--- config.mk ---
export PLATFORM = sky130hd
export DESIGN_NAME = tiny_register_machine_executor
export DESIGN_NICKNAME = d
export VERILOG_FILES = /design/src/design/trme_pkg.sv /design/src/design/trme_fifo.sv /design/src/design/trme_front.sv /design/src/design/trme_back.sv /design/src/design/tiny_register_machine_executor.sv
export SDC_FILE = /design/constraint.sdc
export NUM_CORES = 2
export LEC_CHECK = 0
export BUFFER_PORTS_ARGS = -buffer_cell sky130_fd_sc_hd__buf_2
export CAP_MARGIN = 20
export CORE_MARGIN = 2
export CORE_UTILIZATION = 53
export DETAILED_ROUTE_END_ITERATION = 10
export PLACE_DENSITY = 0.69
export SLEW_MARGIN = 20
export SYNTH_ARGS = -nofsm -noshare
export SYNTH_HDL_FRONTEND = slang
export SYNTH_SLANG_ARGS = --single-unit
--- constraint.sdc ---
create_clock -name clk -period 5.8 [get_ports clk]
set_input_delay 1.16 -clock clk [delete_from_list [all_inputs] [get_ports clk]]
set_output_delay 1.16 -clock clk [all_outputs]
set_load 0.02 [all_outputs]
--- src/design/trme_pkg.sv ---
// Shared types, codes and constants of the register machine executor.
package trme_pkg;

	localparam int REG_COUNT_DEF  = 32;
	localparam int LINE_COUNT_DEF = 128;
	localparam int QUEUE_DEPTH    = 2;

	// Instruction kind codes as they arrive from the host.
	localparam logic [2:0] KIND_PUT   = 3'd0;
	localparam logic [2:0] KIND_ADD   = 3'd1;
	localparam logic [2:0] KIND_JEQ   = 3'd2;
	localparam logic [2:0] KIND_PRINT = 3'd3;
	localparam logic [2:0] KIND_JUMP  = 3'd4;
	localparam logic [2:0] KIND_HALT  = 3'd5;
	// Spare codes with no operation of their own; the line simply advances.
	localparam logic [2:0] KIND_RSVD6 = 3'd6;
	localparam logic [2:0] KIND_RSVD7 = 3'd7;

	typedef enum logic [2:0] {
		OP_PUT,
		OP_ADD,
		OP_JEQ,
		OP_PRINT,
		OP_JUMP,
		OP_HALT,
		OP_NOP
	} op_t;

	typedef struct packed {
		logic [2:0]  kind;
		logic [4:0]  first_reg;
		logic [4:0]  second_reg;
		logic [30:0] immediate;
		logic [6:0]  target_line;
	} instr_t;

	typedef struct packed {
		logic [7:0]         next_line;
		logic               print_valid;
		logic signed [31:0] print_value;
		logic               halted;
	} result_t;

	// Decoded instruction: register slots already reduced, target already clamped.
	typedef struct packed {
		op_t         op;
		logic [4:0]  ra;
		logic [4:0]  rb;
		logic [30:0] imm;
		logic [6:0]  target;
	} dec_t;

endpackage

--- src/design/trme_fifo.sv ---
// Small flop-based queue used between the front and back and on the result side.
module trme_fifo #(
	parameter type T     = logic,
	parameter int  DEPTH = 2
) (
	input  logic clk,
	input  logic arst_n,
	input  logic push,
	input  T     wdata,
	output logic full,
	input  logic pop,
	output T     rdata,
	output logic empty
);
	localparam int AW = (DEPTH > 1) ? $clog2(DEPTH) : 1;
	localparam int CW = $clog2(DEPTH + 1);

	T                store_q [DEPTH];
	logic [AW-1:0]   wr_ptr_q;
	logic [AW-1:0]   rd_ptr_q;
	logic [CW-1:0]   count_q;
	logic            do_push;
	logic            do_pop;

	assign full    = (count_q == CW'(DEPTH));
	assign empty   = (count_q == '0);
	assign do_push = push && !full;
	assign do_pop  = pop && !empty;
	assign rdata   = store_q[rd_ptr_q];

	always_ff @(posedge clk) begin
		if (do_push) begin
			store_q[wr_ptr_q] <= wdata;
		end
	end

	always_ff @(posedge clk or negedge arst_n) begin
		if (!arst_n) begin
			wr_ptr_q <= '0;
			rd_ptr_q <= '0;
			count_q  <= '0;
		end else begin
			if (do_push) begin
				wr_ptr_q <= (wr_ptr_q == AW'(DEPTH - 1)) ? '0 : wr_ptr_q + AW'(1);
			end
			if (do_pop) begin
				rd_ptr_q <= (rd_ptr_q == AW'(DEPTH - 1)) ? '0 : rd_ptr_q + AW'(1);
			end
			if (do_push && !do_pop) begin
				count_q <= count_q + CW'(1);
			end else if (do_pop && !do_push) begin
				count_q <= count_q - CW'(1);
			end
		end
	end

endmodule

--- src/design/trme_front.sv ---
// Front end: takes instruction beats, decodes kind, reduces register numbers, clamps targets.
module trme_front #(
	parameter int REG_COUNT  = trme_pkg::REG_COUNT_DEF,
	parameter int LINE_COUNT = trme_pkg::LINE_COUNT_DEF
) (
	input  trme_pkg::instr_t instr,
	output trme_pkg::dec_t   dec
);
	import trme_pkg::*;

	// Register number modulo the register count, worked out at elaboration.
	logic [4:0] slot_lut [32];

	for (genvar g = 0; g < 32; g++) begin : g_slot
		assign slot_lut[g] = 5'(g % REG_COUNT);
	end

	always_comb begin
		dec.ra  = slot_lut[instr.first_reg];
		dec.rb  = slot_lut[instr.second_reg];
		dec.imm = instr.immediate;
		if (32'(instr.target_line) >= 32'(LINE_COUNT)) begin
			dec.target = 7'(LINE_COUNT);
		end else begin
			dec.target = instr.target_line;
		end
		case (instr.kind)
			KIND_PUT:   dec.op = OP_PUT;
			KIND_ADD:   dec.op = OP_ADD;
			KIND_JEQ:   dec.op = OP_JEQ;
			KIND_PRINT: dec.op = OP_PRINT;
			KIND_JUMP:  dec.op = OP_JUMP;
			KIND_HALT:  dec.op = OP_HALT;
			default:    dec.op = OP_NOP;
		endcase
	end

endmodule

--- src/design/trme_back.sv ---
// Back end: register file read stage, then execute stage that updates state and emits results.
module trme_back #(
	parameter int REG_COUNT  = trme_pkg::REG_COUNT_DEF,
	parameter int LINE_COUNT = trme_pkg::LINE_COUNT_DEF
) (
	input  logic              clk,
	input  logic              arst_n,
	input  trme_pkg::dec_t    dec,
	input  logic              dec_empty,
	output logic              dec_pop,
	output trme_pkg::result_t res,
	output logic              res_push,
	input  logic              res_full
);
	import trme_pkg::*;

	localparam int IW = $clog2(REG_COUNT);
	localparam int LW = $clog2(LINE_COUNT + 1);

	logic [31:0]          rf_mem [REG_COUNT];
	logic [REG_COUNT-1:0] rf_vld_q;

	logic                 s2_vld_q;
	op_t                  op_s2;
	logic [IW-1:0]        ra_s2;
	logic [IW-1:0]        rb_s2;
	logic [30:0]          imm_s2;
	logic [LW-1:0]        tgt_s2;
	logic [31:0]          rda_s2;
	logic [31:0]          rdb_s2;
	logic                 rda_vld_s2;
	logic                 rdb_vld_s2;

	logic                 wr_vld_q;
	logic [IW-1:0]        wr_addr_q;
	logic [31:0]          wr_data_q;

	logic [LW-1:0]        line_q;
	logic                 stopped_q;

	logic [IW-1:0]        ra_rd;
	logic [IW-1:0]        rb_rd;
	logic                 advance;
	logic                 take;
	logic                 fire;
	logic [31:0]          opa;
	logic [31:0]          opb;
	logic [LW-1:0]        line_inc;
	logic [LW-1:0]        next_line;
	logic                 wr_req;
	logic                 wr_en;
	logic [31:0]          wr_data;
	logic                 halt_now;
	logic                 printed;
	logic [31:0]          pval;

	assign ra_rd    = IW'(dec.ra);
	assign rb_rd    = IW'(dec.rb);
	assign fire     = s2_vld_q && !res_full;
	assign advance  = !s2_vld_q || fire;
	assign take     = advance && !dec_empty;
	assign dec_pop  = take;
	assign res_push = fire;

	// Register file: read in the first stage, written by the execute stage.
	always_ff @(posedge clk) begin
		if (take) begin
			rda_s2     <= rf_mem[ra_rd];
			rdb_s2     <= rf_mem[rb_rd];
			rda_vld_s2 <= rf_vld_q[ra_rd];
			rdb_vld_s2 <= rf_vld_q[rb_rd];
			op_s2      <= dec.op;
			ra_s2      <= ra_rd;
			rb_s2      <= rb_rd;
			imm_s2     <= dec.imm;
			tgt_s2     <= LW'(dec.target);
		end
		if (wr_en) begin
			rf_mem[rb_s2] <= wr_data;
		end
	end

	always_ff @(posedge clk) begin
		if (wr_en) begin
			wr_addr_q <= rb_s2;
			wr_data_q <= wr_data;
		end
	end

	always_ff @(posedge clk or negedge arst_n) begin
		if (!arst_n) begin
			rf_vld_q  <= '0;
			s2_vld_q  <= 1'b0;
			wr_vld_q  <= 1'b0;
			line_q    <= '0;
			stopped_q <= 1'b0;
		end else begin
			if (advance) begin
				s2_vld_q <= !dec_empty;
			end
			if (wr_en) begin
				rf_vld_q[rb_s2] <= 1'b1;
				wr_vld_q        <= 1'b1;
			end
			if (fire) begin
				line_q    <= next_line;
				stopped_q <= stopped_q || halt_now;
			end
		end
	end

	// The read in the first stage misses the write made in the same cycle; take it from
	// the last-write register instead. No other write can intervene while waiting here.
	always_comb begin
		if (wr_vld_q && wr_addr_q == ra_s2) begin
			opa = wr_data_q;
		end else begin
			opa = rda_vld_s2 ? rda_s2 : '0;
		end
		if (wr_vld_q && wr_addr_q == rb_s2) begin
			opb = wr_data_q;
		end else begin
			opb = rdb_vld_s2 ? rdb_s2 : '0;
		end
	end

	assign line_inc = (line_q == LW'(LINE_COUNT)) ? line_q : line_q + LW'(1);

	always_comb begin
		next_line = line_inc;
		wr_req    = 1'b0;
		wr_data   = '0;
		halt_now  = 1'b0;
		printed   = 1'b0;
		pval      = '0;
		if (stopped_q) begin
			next_line = line_q;
		end else begin
			case (op_s2)
				OP_PUT: begin
					wr_req  = 1'b1;
					wr_data = {1'b0, imm_s2};
				end
				OP_ADD: begin
					wr_req  = 1'b1;
					wr_data = opb + opa;
				end
				OP_JEQ: begin
					if (opa == opb) begin
						next_line = tgt_s2;
					end
				end
				OP_PRINT: begin
					printed = 1'b1;
					pval    = opa;
				end
				OP_JUMP: begin
					next_line = tgt_s2;
				end
				OP_HALT: begin
					halt_now  = 1'b1;
					next_line = line_q;
				end
				default: begin
				end
			endcase
		end
	end

	assign wr_en = fire && wr_req;

	always_comb begin
		res.next_line   = 8'(next_line);
		res.print_valid = printed;
		res.print_value = pval;
		res.halted      = stopped_q || halt_now;
	end

	a_stop_sticky: assert property (@(posedge clk) disable iff (!arst_n)
		stopped_q |=> stopped_q)
		else $error("halted flag cleared");

	a_no_write_halted: assert property (@(posedge clk) disable iff (!arst_n)
		stopped_q |-> !wr_en)
		else $error("register write after halt");

	a_line_frozen: assert property (@(posedge clk) disable iff (!arst_n)
		fire && stopped_q |=> line_q == $past(line_q))
		else $error("line moved after halt");

	a_line_range: assert property (@(posedge clk) disable iff (!arst_n)
		line_q <= LW'(LINE_COUNT))
		else $error("line beyond program end");

endmodule

--- src/design/tiny_register_machine_executor.sv ---
// Top level of the register machine executor: front decode, queue, back execute, result queue.
// Each instruction passes the decode queue, the register file read and the execute stage
// before its result shows on the result port.
// Throughput: one instruction per cycle while the output keeps up, set by the execute stage and the
// register-file forwarding path; full only rises when the queues back up from the output.
// Reset (arst_n, asynchronous, active low) empties both queues, sets the line to zero,
// clears the halted flag and makes every register read as zero at once; no clearing pass.
module tiny_register_machine_executor #(
	parameter int REG_COUNT  = trme_pkg::REG_COUNT_DEF,
	parameter int LINE_COUNT = trme_pkg::LINE_COUNT_DEF
) (
	input  logic              clk,
	input  logic              arst_n,
	input  logic              push,
	output logic              full,
	input  trme_pkg::instr_t  instr,
	output logic              empty,
	input  logic              pop,
	output trme_pkg::result_t result
);
	import trme_pkg::*;

	dec_t    dec_in;
	dec_t    dec_head;
	logic    dec_empty;
	logic    dec_pop;
	result_t res_d;
	logic    res_push;
	logic    res_full;

	// The front decodes each accepted beat straight into the decode queue, so a beat is
	// taken whenever the queue has room.
	trme_front #(
		.REG_COUNT  (REG_COUNT),
		.LINE_COUNT (LINE_COUNT)
	) u_front (
		.instr (instr),
		.dec   (dec_in)
	);

	// The decode queue lets the front keep accepting while the back waits on the output.
	trme_fifo #(
		.T     (dec_t),
		.DEPTH (QUEUE_DEPTH)
	) u_dec_q (
		.clk    (clk),
		.arst_n (arst_n),
		.push   (push),
		.wdata  (dec_in),
		.full   (full),
		.pop    (dec_pop),
		.rdata  (dec_head),
		.empty  (dec_empty)
	);

	// The back reads the register file in one stage and executes in the next, keeping
	// the current line and the halted flag.
	trme_back #(
		.REG_COUNT  (REG_COUNT),
		.LINE_COUNT (LINE_COUNT)
	) u_back (
		.clk       (clk),
		.arst_n    (arst_n),
		.dec       (dec_head),
		.dec_empty (dec_empty),
		.dec_pop   (dec_pop),
		.res       (res_d),
		.res_push  (res_push),
		.res_full  (res_full)
	);

	// The result queue holds finished beats until the consumer pops them.
	trme_fifo #(
		.T     (result_t),
		.DEPTH (QUEUE_DEPTH)
	) u_res_q (
		.clk    (clk),
		.arst_n (arst_n),
		.push   (res_push),
		.wdata  (res_d),
		.full   (res_full),
		.pop    (pop),
		.rdata  (result),
		.empty  (empty)
	);

endmodule
==> reports/results.ini <==
[status]
status=finished, violations left
violations=design-rule violations

[timing]
fmax_mhz=182
fin_worst_skew_ps=34.2
final-max-slew-violation-count=0
finalCritPeriodShare_pct=94.5
layout_min_cycle_time_ps=5480
setup_total_negative_slack_ps=0
layout_setup_ws_ps=320
unrepaired_setup_endpoints_after_global_routing=false
timing_hold_violations_final=0
worst-slew-pin-transition_ps=1220
worst_slew_margin_rel_pct=18.8
setup_viol_count_final=0

[global_routing]
antenna_found_initial=6
wire_length_of_the_first_global_routing_pass_um=334000
groute.usage.overall_pct=34.6
pin_count_of_the_biggest_net_entering_global_routing=118
gr-total-overflow=0
vias_in_the_first_global_route=50941

[yosys]
synth-seq-area-share_pct=62.3
synth_cells=6570
number_of_flops_mapped_to_enable_cells_by_yosys=1364
synthDistinctLibCells=67
synthesized_cell_area_um2=67700
postSynth.topFlopCell=sky130_fd_sc_hd__edfxtp_1
synth_area_per_cell_um2=10.3
syn-num-nets=6661
synth_seq_cells=1415
synth_async_sr_flop_share_pct=3.60
yosysWarningCount=0

[final_layout]
multiInputGateArea_um2=23900
final_std_cells_w_o_fill=8269
fillers=10081
final_common_cell=sky130_fd_sc_hd__nand2_1
post-route-util_pct=59.4
final_nets=6577
drive_above_1_share_pct=10.8
area_growth_pct=11.6
area.sequential_um2=42200
layout.cells.most_common_list=sky130_fd_sc_hd__nand2_1, sky130_fd_sc_hd__edfxtp_1, sky130_fd_sc_hd__nand3_1, sky130_fd_sc_hd__a311oi_1, sky130_fd_sc_hd__clkbuf_16

[die]
die_w_um=362
fp-row-count=131
start_util_pct=53.3
io_pins=99
die_h_um=362
die_area_um2=131000
core_um2=127000

[critical_path]
timing_worst_setup_path_type=reg -> reg
arrival_ps=5970
path_max_fanout=33
worst-endpoint-required_ps=6290
path_cells=xor2_1, or4_4, nor2_4, o21ai_0, ha_1, inv_1, fa_1, nor2b_1, o31ai_1, a21oi_1, a211oi_2, o31ai_2, buf_4, a41oi_1, mux2i_1, a31o_2
critPathSlowestCell=sky130_fd_sc_hd__a31o_2
startpoint_type_of_the_worst_setup_path=flop
cp_slowest_stage_delay_ps=590
setup.worst_path.end_class=flop

[placement]
port-buffer-count=98
place.detailed.instances=7997
gpl.final_weighted_congestion=0.974
place_hpwl_um=130000
dpl_worst_slack_ps=192

[route]
route.detailed.vias_per_inst=6.65
drcViolationCount=2
wirelength_um=231000
avgRoutedWirePerCell_um=27.9
dr.first_iter.drc_count=9181
drt.antenna.violating_nets=0
initial_drt_pass_iterations=11
route.vias.total=54991

[power_and_ir_drop]
vdd_drop_max_mv=0.525
p_int_uw=23300
leakage_uw=0.0281
p_seq_share_pct=34.6
power.share.clock_pct=23.5
power.density_nw_per_um2=528
combPwrFrac_pct=41.9
total_power_uw=39900
power.share.switching_pct=41.5
power.net_switching_uw=16600

[hold_path]
min_path_type=reg -> reg

[cts]
post_cts_setup_bufs=0
cts_max_level=4
clkLatencyLatePin_ps=800
root_buffer=sky130_fd_sc_hd__clkbuf_16
tritoncts=done
cts.hold.buffers_added=0
postCtsResizedCells=0
cts_inserted_buffers=147
clkTransAtPathRegs_ps=60
cts.sink_count=1415
clock_tree.buffer_depth=3

[run]
drv_cap=0

-- registers in the layout (all words and copies together), names as in the netlist, 2 cells and up --
name,flops
u_dec_q.store_q,102
u_back.rf_mem,1024
u_back.imm_s2,31
u_back.rda_s2,32
u_back.line_q,8
u_back.rf_vld_q,32
u_back.rdb_s2,32
u_back.wr_data_q,32
u_res_q.count_q,2
u_back.rb_s2,5
u_res_q.store_q,84
u_dec_q.count_q,2
u_back.tgt_s2,7
u_back.ra_s2,5
u_back.wr_addr_q,5
u_back.op_s2,3
-- power groups by stage --
stage | Clock (uW) | Sequential [uW] | Combinational (uW)
after global placement | 0 | 14000 | 16000
after detailed placement | 0 | 14000 | 16200
after global routing | 9800 | 13900 | 17700
after floorplan | 0 | 13400 | 10900
after CTS | 9410 | 13800 | 16300
final | 9360 | 13800 | 16700
-- layout make-up --
type / instances / share of cell area, %
sequential: 1415 / 55.9
timing repair buffer: 282 / 3.29
clock inverter: 87 / 1.06
clock buffer: 179 / 5.19
antenna: 4 / 0.0132
tap: 1662 / 2.75
multi-input combinational: 4611 / 31.6
inverter: 29 / 0.194
-- path summary, 6_finish.rpt --
path	from	endpoint	slack [ps]	cells after the start
hold / removal	u_back.rf_vld_q[13]	u_back.rf_vld_q[13]	500	1
hold reg to reg	u_back.rf_vld_q[13]	u_back.rf_vld_q[13]	500	1
setup / recovery	u_back.rb_s2[3]	u_back.rf_mem[7][28]	320	16
min in group asynchronous	arst_n	u_back.line_q[0]	510	2
setup reg to reg	u_back.rb_s2[3]	u_back.rf_mem[7][28]	320	16
max in group asynchronous	arst_n	u_dec_q.rd_ptr_q	4720	2
-- Yosys cell counts, drive strengths merged (68+ instances only) --
library cell     n  area, um2
clkbuf         439       1650
nor2            83        312
a31oi           71        444
buf             76        348
and3           146        913
a21o            85        638
mux2            87        983
nand2         2277       8550
nand3         1109       5550
o21ai           68        352
edfxtp        1364      41000
a311oi         331       2900
-- critical path: cells and delay by family (launching register included) --
family | cells | cell delay, ps
flops | 1 | 480
compound gates | 7 | 2250
xor+xnor | 1 | 220
fa+ha+maj | 2 | 470
simple gates | 3 | 1150
mux | 1 | 310
buf+inv | 2 | 260
-- cell families (layout without fill, tap and decap cells) --
kind of cell / Yosys count / count (layout) / share of synthesized area, %
compound gates: 682 / 682 / 7.66
xor+xnor: 41 / 41 / 0.530
fa+ha+maj: 36 / 36 / 0.676
buf+inv: 544 / 577 / 3.11
flops: 1415 / 1415 / 62.3
mux: 125 / 125 / 2.01
other cells: 0 / 4 / 0
simple gates: 3727 / 3727 / 23.7
-- layer usage --
metal | global-route usage (%) | vias up | share of wire (%)
li1 | - | 23624 | -
met1 | 46.3 | 26368 | 36
met2 | 51.6 | 4197 | 44
met3 | 8.42 | 794 | 14
met4 | 20.0 | 8 | 6.1
met5 | 0 | - | 0.026
-- stage by stage --
stage                     hold WS (ps)  cell area, um2
final                              499           75600
after global routing               512           75600
after CTS                          487           75500
after detailed placement           481           70800
after global placement             476           70700
after floorplan                    460           67700
(Power assumes the default switching activity.)
